[src/hdl/learning_switch_forwarder_defines.svh]
// assertion macros for the learning switch forwarder
// used by the top level only; no other dependencies
`ifndef LEARNING_SWITCH_FORWARDER_DEFINES_SVH
`define LEARNING_SWITCH_FORWARDER_DEFINES_SVH
`ifndef SYNTH
// clocked check, masked while reset is high
`define LSF_ASSERT(label, prop) \
  label: assert property (@(posedge clk) disable iff (rst) prop) \
    else $error("lsf assertion failed");
// clocked check that also holds during reset
`define LSF_ASSERT_ALWAYS(label, prop) \
  label: assert property (@(posedge clk) prop) \
    else $error("lsf assertion failed");
`else
`define LSF_ASSERT(label, prop)
`define LSF_ASSERT_ALWAYS(label, prop)
`endif
`endif

[src/hdl/lsf_pkg.sv]
// shared types and constants of the learning switch forwarder
// no dependencies
`timescale 1ns / 1ps
package lsf_pkg;

  localparam int MAC_W     = 48;
  localparam int PORT_W    = 3;
  localparam int MASK_W    = 8;
  localparam int NUM_PORTS = 8;
  localparam int ENTRY_W   = MAC_W + PORT_W;

  // ports at or above NUM_PORTS never forward
  localparam logic [MASK_W-1:0] PORT_MASK =
    (NUM_PORTS >= MASK_W) ? {MASK_W{1'b1}} : MASK_W'((1 << NUM_PORTS) - 1);

  localparam logic [MAC_W-1:0] BCAST_MAC = {MAC_W{1'b1}};

  localparam logic [1:0] ACT_DROP    = 2'd0;
  localparam logic [1:0] ACT_LOCAL   = 2'd1;
  localparam logic [1:0] ACT_UNICAST = 2'd2;
  localparam logic [1:0] ACT_FLOOD   = 2'd3;

  // register select is paddr[3]: 64-bit registers at 8 byte steps
  localparam logic REG_OWN_MAC   = 1'b0;
  localparam logic REG_FWD_PORTS = 1'b1;

  typedef struct packed {
    logic             start;
    logic [MAC_W-1:0] key;
  } scan_req_t;

  typedef struct packed {
    logic              busy;
    logic              done;
    logic              hit;
    logic [PORT_W-1:0] port;
  } scan_status_t;

endpackage

[src/hdl/lsf_ram.sv]
// generic single write, single read ram with registered read data
// no dependencies
`timescale 1ns / 1ps
module lsf_ram #(
  parameter int WIDTH = 8,
  parameter int DEPTH = 16
) (
  input  logic                                         clk,
  input  logic                                         wr_en,
  input  logic [((DEPTH > 1) ? $clog2(DEPTH) : 1)-1:0] wr_addr,
  input  logic [WIDTH-1:0]                             wr_data,
  input  logic                                         rd_en,
  input  logic [((DEPTH > 1) ? $clog2(DEPTH) : 1)-1:0] rd_addr,
  output logic [WIDTH-1:0]                             rd_data
);

  logic [WIDTH-1:0] mem [DEPTH];

  always_ff @(posedge clk) begin
    if (wr_en) begin
      mem[wr_addr] <= wr_data;
    end
    if (rd_en) begin
      rd_data <= mem[rd_addr];
    end
  end

endmodule

[src/hdl/lsf_scan.sv]
// table scanner: walks entries below the fill count through the ram read
// port and compares each mac against the key; depends on lsf_pkg
`timescale 1ns / 1ps
module lsf_scan
  import lsf_pkg::*;
#(
  parameter int TABLE_DEPTH = 64
) (
  input  logic                                                     clk,
  input  logic                                                     rst,
  input  scan_req_t                                                req,
  input  logic [$clog2(TABLE_DEPTH+1)-1:0]                         limit,
  output logic                                                     rd_en,
  output logic [((TABLE_DEPTH > 1) ? $clog2(TABLE_DEPTH) : 1)-1:0] rd_addr,
  input  logic [ENTRY_W-1:0]                                       rd_data,
  output scan_status_t                                             status
);

  localparam int AW = (TABLE_DEPTH > 1) ? $clog2(TABLE_DEPTH) : 1;
  localparam int CW = $clog2(TABLE_DEPTH + 1);

  logic              busy;
  logic              pend;
  logic [CW-1:0]     idx;
  logic              done;
  logic              hit;
  logic [PORT_W-1:0] port;
  logic              match;
  logic              issue;

  // pend marks that rd_data holds the entry read in the previous cycle
  assign match   = pend && (rd_data[MAC_W-1:0] == req.key);
  assign issue   = busy && !match && (idx != limit);
  assign rd_en   = issue;
  assign rd_addr = idx[AW-1:0];

  always_ff @(posedge clk) begin
    if (rst) begin
      busy <= 1'b0;
      pend <= 1'b0;
      done <= 1'b0;
    end else begin
      done <= 1'b0;
      if (req.start) begin
        busy <= 1'b1;
        pend <= 1'b0;
        idx  <= '0;
      end else if (busy) begin
        if (match) begin
          // first matching entry wins
          busy <= 1'b0;
          pend <= 1'b0;
          done <= 1'b1;
          hit  <= 1'b1;
          port <= rd_data[ENTRY_W-1:MAC_W];
        end else if (!pend && idx == limit) begin
          busy <= 1'b0;
          done <= 1'b1;
          hit  <= 1'b0;
        end else begin
          pend <= issue;
          if (issue) begin
            idx <= idx + CW'(1);
          end
        end
      end
    end
  end

  assign status = '{busy: busy, done: done, hit: hit, port: port};

endmodule

[src/hdl/learning_switch_forwarder.sv]
// a request runs up to two sequential scans of the mac table (source, then destination),
// one entry per cycle through the single ram port
// a new request is taken only in the idle state; a finished result may wait
// in the output register while the next request is taken
// reset: synchronous, clears the fill count, control state and registers to
// own_mac 0 and forward_ports 0xff; no clearing pass over the table
`timescale 1ns / 1ps
`include "learning_switch_forwarder_defines.svh"
module learning_switch_forwarder
  import lsf_pkg::*;
#(
  parameter int TABLE_DEPTH = 64
) (
  input  logic         clk,
  input  logic         rst,
  // apb configuration port
  input  logic         psel,
  input  logic         penable,
  input  logic         pwrite,
  input  logic [3:0]   paddr,
  input  logic [63:0]  pwdata,
  output logic [63:0]  prdata,
  output logic         pready,
  // request stream
  input  logic         s_tvalid,
  output logic         s_tready,
  input  logic [103:0] s_tdata,  // src_mac, dest_mac, ingress_port, zero fill
  input  logic         s_tuser,  // has_ingress
  // result stream
  output logic         m_tvalid,
  input  logic         m_tready,
  output logic [15:0]  m_tdata,  // out_port, flood_mask, learn_dropped, zero fill
  output logic [1:0]   m_tuser   // action
);

  localparam int AW = (TABLE_DEPTH > 1) ? $clog2(TABLE_DEPTH) : 1;
  localparam int CW = $clog2(TABLE_DEPTH + 1);
  localparam logic [CW-1:0] FULL_COUNT = CW'(TABLE_DEPTH);

  typedef enum logic [2:0] {
    IDLE,
    SRC_WAIT,
    LEARN,
    DST_CHECK,
    DST_WAIT,
    FINISH
  } state_t;

  state_t            state;
  logic [MAC_W-1:0]  own_mac;
  logic [MASK_W-1:0] forward_ports;
  logic [MAC_W-1:0]  src_mac;
  logic [MAC_W-1:0]  dest_mac;
  logic [PORT_W-1:0] ingress_port;
  logic              has_ingress;
  logic [CW-1:0]     entry_count;
  scan_req_t         scan_req;
  scan_status_t      scan_status;
  logic [1:0]        action;
  logic [PORT_W-1:0] out_port;
  logic [MASK_W-1:0] flood_mask;
  logic              learn_dropped;
  logic [MASK_W-1:0] fwd_eff;
  logic [MASK_W-1:0] ingress_bit;
  logic              wr_en;
  logic              rd_en;
  logic [AW-1:0]     rd_addr;
  logic [ENTRY_W-1:0] rd_data;

  // configuration
  assign pready = 1'b1;

  always_ff @(posedge clk) begin
    if (rst) begin
      own_mac       <= '0;
      forward_ports <= {MASK_W{1'b1}};
    end else if (psel && penable && pwrite) begin
      case (paddr[3])
        REG_OWN_MAC:   own_mac       <= pwdata[MAC_W-1:0];
        REG_FWD_PORTS: forward_ports <= pwdata[MASK_W-1:0];
        default:       ;
      endcase
    end
  end

  always_comb begin
    case (paddr[3])
      REG_OWN_MAC:   prdata = {{(64-MAC_W){1'b0}}, own_mac};
      REG_FWD_PORTS: prdata = {{(64-MASK_W){1'b0}}, forward_ports};
      default:       prdata = '0;
    endcase
  end

  // table storage and scanner
  assign wr_en = (state == LEARN);

  lsf_ram #(
    .WIDTH(ENTRY_W),
    .DEPTH(TABLE_DEPTH)
  ) u_table (
    .clk    (clk),
    .wr_en  (wr_en),
    .wr_addr(entry_count[AW-1:0]),
    .wr_data({ingress_port, src_mac}),
    .rd_en  (rd_en),
    .rd_addr(rd_addr),
    .rd_data(rd_data)
  );

  lsf_scan #(
    .TABLE_DEPTH(TABLE_DEPTH)
  ) u_scan (
    .clk    (clk),
    .rst    (rst),
    .req    (scan_req),
    .limit  (entry_count),
    .rd_en  (rd_en),
    .rd_addr(rd_addr),
    .rd_data(rd_data),
    .status (scan_status)
  );

  // sequencer
  assign s_tready    = (state == IDLE);
  assign fwd_eff     = forward_ports & PORT_MASK;
  assign ingress_bit = has_ingress ? (MASK_W'(1) << ingress_port) : '0;

  always_ff @(posedge clk) begin
    if (rst) begin
      state          <= IDLE;
      entry_count    <= '0;
      scan_req.start <= 1'b0;
      m_tvalid       <= 1'b0;
    end else begin
      scan_req.start <= 1'b0;
      if (m_tvalid && m_tready) begin
        m_tvalid <= 1'b0;
      end
      case (state)
        IDLE: begin
          if (s_tvalid) begin
            src_mac       <= s_tdata[MAC_W-1:0];
            dest_mac      <= s_tdata[2*MAC_W-1:MAC_W];
            ingress_port  <= s_tdata[2*MAC_W+PORT_W-1:2*MAC_W];
            has_ingress   <= s_tuser;
            learn_dropped <= 1'b0;
            if (s_tuser) begin
              scan_req.start <= 1'b1;
              scan_req.key   <= s_tdata[MAC_W-1:0];
              state          <= SRC_WAIT;
            end else begin
              state <= DST_CHECK;
            end
          end
        end
        SRC_WAIT: begin
          if (scan_status.done) begin
            if (scan_status.hit) begin
              state <= DST_CHECK;
            end else if (entry_count == FULL_COUNT) begin
              learn_dropped <= 1'b1;
              state         <= DST_CHECK;
            end else begin
              state <= LEARN;
            end
          end
        end
        LEARN: begin
          entry_count <= entry_count + CW'(1);
          state       <= DST_CHECK;
        end
        DST_CHECK: begin
          if (dest_mac == own_mac || dest_mac == BCAST_MAC) begin
            action     <= ACT_LOCAL;
            out_port   <= '0;
            flood_mask <= '0;
            state      <= FINISH;
          end else begin
            // the scan sees a source learned by this same request
            scan_req.start <= 1'b1;
            scan_req.key   <= dest_mac;
            state          <= DST_WAIT;
          end
        end
        DST_WAIT: begin
          if (scan_status.done) begin
            flood_mask <= '0;
            out_port   <= '0;
            if (scan_status.hit) begin
              if (fwd_eff[scan_status.port]) begin
                action   <= ACT_UNICAST;
                out_port <= scan_status.port;
              end else begin
                action <= ACT_DROP;
              end
            end else begin
              action     <= ACT_FLOOD;
              flood_mask <= fwd_eff & ~ingress_bit;
            end
            state <= FINISH;
          end
        end
        FINISH: begin
          if (!m_tvalid || m_tready) begin
            m_tvalid <= 1'b1;
            m_tdata  <= {4'b0000, learn_dropped, flood_mask, out_port};
            m_tuser  <= action;
            state    <= IDLE;
          end
        end
        default: begin
          state <= IDLE;
        end
      endcase
    end
  end

  `LSF_ASSERT_ALWAYS(a_pready_high, pready)
  `LSF_ASSERT(a_count_bound, entry_count <= FULL_COUNT)
  `LSF_ASSERT(a_no_write_when_full, wr_en |-> entry_count != FULL_COUNT)
  `LSF_ASSERT(a_idle_not_scanning, s_tready |-> !scan_status.busy)
  `LSF_ASSERT(a_mask_only_flood, (m_tvalid && m_tuser != ACT_FLOOD) |-> m_tdata[10:3] == '0)

endmodule

[config.mk]
export PLATFORM = sky130hd
export DESIGN_NAME = learning_switch_forwarder
export DESIGN_NICKNAME = d
export VERILOG_FILES = /design/src/hdl/lsf_pkg.sv /design/src/hdl/lsf_ram.sv /design/src/hdl/lsf_scan.sv /design/src/hdl/learning_switch_forwarder.sv
export VERILOG_INCLUDE_DIRS = /design/src /design/src/hdl
export SDC_FILE = /design/constraint.sdc
export NUM_CORES = 2
export LEC_CHECK = 0
export BUFFER_PORTS_ARGS = -buffer_cell sky130_fd_sc_hd__buf_2
export CORE_AREA = 2 2 511 513
export CTS_BUF_LIST = sky130_fd_sc_hd__clkbuf_16
export DETAILED_ROUTE_END_ITERATION = 8
export DIE_AREA = 0 0 513 515
export HOLD_SLACK_MARGIN = 0.02
export PLACE_DENSITY = 0.66
export SYNTH_ARGS = -nofsm -noshare
export SYNTH_HDL_FRONTEND = slang
export SYNTH_SLANG_ARGS = --single-unit
export TNS_END_PERCENT = 1
[constraint.sdc]
create_clock -name clk -period 6.7 [get_ports clk]
set_input_delay 0.67 -clock clk [delete_from_list [all_inputs] [get_ports clk]]
set_output_delay 0.67 -clock clk [all_outputs]
set_load 0.03 [all_outputs]
After elaboration in Yosys (flattened, before gate mapping) --
Memory sizes are Yosys's and may differ from the RTL's. A register that Yosys moved wholly into a read port is not among the register bits. Cells that the tools add are included.
Storage, ports and cells: output and inout port bits 85, RAM bits 3264, bits of input ports 180, logic and storage cells 144, memories kept 1, register bits after elaboration 258
Cells by class: eq/ne operators 23, reductions and logical operators 33, order comparisons 1, multiplexer cells 54, shift-type cells 1, add/sub/neg operators 2, bitwise logic cells 6
Memory list:
- u_table.mem | words 64, width 51, rd ports 1, clocked after Yosys merged registers in 1, write ports 1, line lsf_ram.sv:17 | logic [WIDTH-1:0] mem [DEPTH];
Operators with widths (count):
- $mux 49 | 3
- $pmux 64 s2 | 1
- $pmux 49 s2 | 1
- $eq 48x48->1 | 2
- $eq 48x48->1 const B | 1
- $mux 8 | 4
- $mux 7 | 4
- $mux 3 | 8
- $mux 1 | 22
- $pmux 3 s6 | 1
- $ne 2x2->1 const B | 8
- $pmux 8 s2 | 1
- $reduce_and 4->1 | 4
- $add 7x1->7 const B | 2
- $reduce_bool 2->1 | 6
- $mux 2 | 5
- $reduce_and 5->1 | 2
- $and 8x8->8 | 1
- $ne 2x1->1 const B | 4
- $not 8->8 | 1
- $shl 1x3->8 const A | 1
- $eq 7x7->1 | 1
- $eq 7x7->1 const B | 1
- $logic_and 1x1->1 | 7
- other kinds (18) | 29

Longest topological paths before layout --
depth after elaboration 9, mapped depth 9, mapped depth without buffers 7

Hierarchy --
Synthesis repeated with hierarchy kept, for this count alone.
Unflattened totals: cells, all modules 6211, area, all modules 136499.7 sq um
By module, submodules not included:
- lsf_ram | seq. area each 99545.5 sq um, area each 125253.9 sq um, cells an instance 5305, times used 1
- learning_switch_forwarder | seq. area each 6646.4 sq um, area each 9755.6 sq um, cells an instance 753, times used 1
- lsf_scan | seq. area each 390.4 sq um, area each 1490.2 sq um, cells an instance 153, times used 1

Worst setup path before layout --
OpenSTA, ideal clock, no wires.
kind reg-to-reg, from reg state[2], to reg dest_mac[0] (enable), path slack 0.480 ns, required time 6.140 ns, setup time 0.560 ns, arrival 5.659 ns, stages on the path, launching flop included 5, buffers on the path 1, period minus slack after synthesis 6.220 ns, path through dfxtp_1 > clkbuf_1 > nor3_1 > nand2_1 > nor2_1
On the way: longest elaborated chain between the ends 2
Ends and longest elaborated chain:
- start, declared | line learning_switch_forwarder.sv:49 | state_t state;
- start signal, assigned | line learning_switch_forwarder.sv:130 | state <= IDLE;
- start signal, assigned | line learning_switch_forwarder.sv:150 | state <= SRC_WAIT;
- start signal, assigned | line learning_switch_forwarder.sv:152 | state <= DST_CHECK;
- $logic_not 3->1
- net s_tready | line learning_switch_forwarder.sv:26 | output logic s_tready,
- $reduce_and 3->1 (no line)
- end signal, assigned | line learning_switch_forwarder.sv:143 | dest_mac <= s_tdata[2*MAC_W-1:MAC_W];
- end, declared | line learning_switch_forwarder.sv:53 | logic [MAC_W-1:0] dest_mac;
The timed path passes the listed nets, and every way through them passes these cells. A chain may end at the register's enable or synchronous reset.

Worst setup path in the final report --
from reg state[1], to mem u_table.mem[43][5] (netlist name) (enable)
On the way: longest elaborated chain between the ends 3
Ends and longest elaborated chain:
- $eq 3x2->1 | line learning_switch_forwarder.sv:95 | assign wr_en = (state == LEARN);
- $mux 1 | line lsf_ram.sv:20 | if (wr_en) begin
- $mux 1 (not written as such) | line lsf_ram.sv:21 | mem[wr_addr] <= wr_data;
- end, declared | line lsf_ram.sv:17
Every way passes these cells.

==> results by group <==
Clock network
  • Clock slew at reported path FFs: 60 ps
  • CTS Sinks: 3573
  • CTS tree: yes
  • CTS root buffer: clkbuf_16
  • Setup bufs post-CTS: 0
  • Skew-Pair Late Insertion Delay: 900 ps
  • Max Root-Sink Buffers: 4
  • Post-cts repair resize count: 0
  • TritonCTS Buffers: 359
  • H-tree depth: 5

STA
  • Setup-failing EPs final: 0
  • Max transition margin: 5.53%
  • Max Freq: 226 MHz
  • Unrepaired setup endpoints after global routing: no
  • Final hold slack: 78.6 ps
  • Slew @ Worst Pin: 1400 ps
  • Clock Skew: 54.2 ps
  • Max-slew violation count: 0
  • Final hold violation count: 0
  • Final Cycle Share: 66.1%
  • Shortest clock period the worst path allows after layout: 4430 ps
  • Setup TNS Final: 0 ps
  • Fin worst setup slack: 2270 ps

Power and ir drop
  • Power, Total: 46.8 mW
  • Peak VDD IR: 0.229 mV
  • Power per standard cell area: 301 mW/mm2
  • Leakage power: 49.5 nW

Synthesis
  • Syn Area/Cell: 22.1 um2
  • Synthesized area: 0.136 mm2
  • Gate Count Post-Synth: 6185
  • Synth warn: 0
  • Synth Flop Type: edfxtp_1
  • Seq/Total Area, Yosys: 78.1%
  • Post-synth EDFFs: 3502
  • Fraction of registers with async set/reset: 0%
  • Synth unique cells: 59
  • Register bit total from synthesis: 3573

Drt
  • Drt initial violations: 9785
  • Routed len/inst: 34.9 um
  • Post-Route WL: 365000 um
  • DRC Markers: 0
  • Detail Route Antenna Nets: 0
  • Via count: 67800
  • Vias per inst: 6.48
  • DRT Pass-1 Iters: 6

Global routing
  • First-pass GRT wire length: 511000 um
  • Met2 Use GR: 43.6%
  • Met1 Resource Use GR: 39.1%
  • M3 GR Usage: 5.44%
  • Gr busiest metal: met2
  • GRT Residual Overflow: 0
  • All-Layer GR Usage: 27.5%
  • Largest net degree at the start of global routing: 117
  • Initial antenna violation count: 29
  • Vias in the first global route: 67500

Placed design
  • Post-DP HPWL: 206000 um
  • Dpl cells: 9701
  • # port buffers: 219
  • Gpl congestion: 0.907
  • Setup WS pre-CTS: 2360 ps
  • Dpl cell area: 0.143 mm2

Layout
  • Final Instance Count excl. Fillers: 10500
  • Post-layout nets: 6953
  • Final Util: 60.1%
  • Layout overhead on the synthesized area: 13.9%
  • Fillcell total: 17900
  • Share of post-route cells with drive strength above 1: 26.7%
  • Final Cell Area: 0.155 mm2

Die
  • Initial core utilization: 52.8%
  • Area of the core: 0.259 mm2
  • Die height: 515 um
  • Die X: 513 um
  • FP Rows: 187
  • # IOs: 265
  • Die area: 0.264 mm2

Flow run
  • Max cap viols: 0

Min path
  • Worst Hold Class: input pin to flip-flop

Worst setup path
  • CP max FO: 21
  • CP Data Required Time: 7200 ps
  • CP endpoint kind: flip-flop
  • CP arrival: 4930 ps
  • CP Class: flip-flop to flip-flop
  • Worst setup SP type: flip-flop

Status
  • Status: complete, no violations
-- cells by family after synthesis --
| family | after synthesis | share of synthesized area (%) |
|---|---|---|
| DFF | 3573 | 78.1 |
| muxes | 1036 | 15.1 |
| AOI/OAI and AO/OA | 571 | 2.87 |
| and+or+nand+nor | 525 | 1.90 |
| buffers and inverters | 371 | 1.26 |
| xor gates and xnor gates | 104 | 0.668 |
| adders and majority gates | 3 | 0.0275 |
| other | 2 | 0.00551 |
-- layout make-up --
type	count	area [um2]	area share, %
well taps	3402	4260	2.74
flip-flops and latches	3573	107000	68.6
clock buffers	367	9180	5.91
diodes	10	25.0	0.0161
multi-input cells	2260	28700	18.5
inverters	9	33.8	0.0217
repair buffers	567	4230	2.73
clock inverters	274	2300	1.48
-- cell usage in the layout (no fill, tap or decap), types with 21 or more instances in the layout --
cell type         n
a22o_1           74
a22oi_1         110
clkinv_2         64
mux2i_1         208
bufinv_16        37
conb_1           21
o21ai_0          39
o211ai_1         52
o21ai_1          48
buf_2           219
xnor2_1          34
nor2_1           50
xor2_1           70
nor2b_1          74
nand3_1          26
dfxtp_1          71
nor4_1           21
nand2_1         165
dlygate4sd3_1   110
nand4_1          28
a211oi_1         21
edfxtp_1       3502
mux4_2          820
clkinv_1         63
o22ai_1          38
inv_1            84
a21oi_1         109
nor2_4           72
clkbuf_16       367
o221ai_1         32
buf_4           218
-- worst max-delay path, cell delays in order (launching register included) --
cell     delay (ps)
dfxtp_1         480
nor3b_2         760
nor2b_1         350
nand3_1         710
nor2_4         1110
buf_4           610
-- Yosys cell counts, drive strengths merged (9+ instances only) --
cell type,n,share of area [%]
xnor2,34,0.22
xor2,70,0.45
mux4,820,14
buf,195,0.77
nor2b,76,0.35
nor2,123,0.34
edfxtp,3502,77
a21oi,109,0.40
nand2b,20,0.092
o211ai,52,0.29
nand4,28,0.13
a221oi,19,0.12
a22o,74,0.48
nand3,26,0.095
nand3b,12,0.066
dfxtp,71,1.0
clkbuf,167,0.46
a22oi,110,0.61
a211oi,21,0.12
inv,9,0.025
nand2,167,0.46
nor3,9,0.033
o22ai,38,0.17
o221ai,32,0.21
nor4,24,0.12
a31oi,12,0.055
mux2i,208,1.5
o21ai,87,0.32
-- power by group --
part / internal (mW) / total (mW) / leakage (nW) / switching, mW
clock: 11.4 / 19.6 / 5.92 / 8.29
combinational: 0.841 / 2.35 / 11.5 / 1.51
sequential: 24.7 / 24.8 / 32.1 / 0.111
total: 36.8 / 46.8 / 49.5 / 9.91
-- registers in the layout, indices dropped and copies added, names as in the netlist, 2 cells and up --
register	cells
u_table.rd_data	51
u_scan.idx	7
m_tuser	2
u_scan.port	3
flood_mask	8
own_mac	48
ingress_port	3
entry_count	7
out_port	3
state	3
u_table.mem	3264
src_mac	48
dest_mac	48
action	2
m_tdata	12
forward_ports	8
scan_req	49
-- final timing paths --
| check | start | endpoint | slack (ps) | cells after the start |
|---|---|---|---|---|
| hold reg to reg | action[0]$_SDFFCE_PN1P_ | m_tuser[0]$_DFFE_PP_ | 420 | 0 |
| setup reg to reg | state[1]$_SDFFE_PP0P_ | u_table.mem[43][5]$_DFFE_PP_ | 2270 | 5 |
| hold / removal | pwdata[32] | own_mac[32]$_SDFFE_PP0P_ | 80 | 3 |
| setup / recovery | state[1]$_SDFFE_PP0P_ | u_table.mem[43][5]$_DFFE_PP_ | 2270 | 5 |
-- what timing repair did --
action	in CTS	in global routing
hold buffers	110	0
endpoints found under the setup margin	0	0
endpoints found under the hold margin	117	0
-- per-layer routing --
layer / part of all wire, % / routed length [um] / vias to the layer above
li1: - / - / 27200
met1: 39 / 142000 / 36200
met2: 48 / 174000 / 3837
met3: 10 / 37100 / 534
met4: 3.2 / 11800 / 8
met5: 0.013 / 46 / -
(Power assumes the default switching activity.)
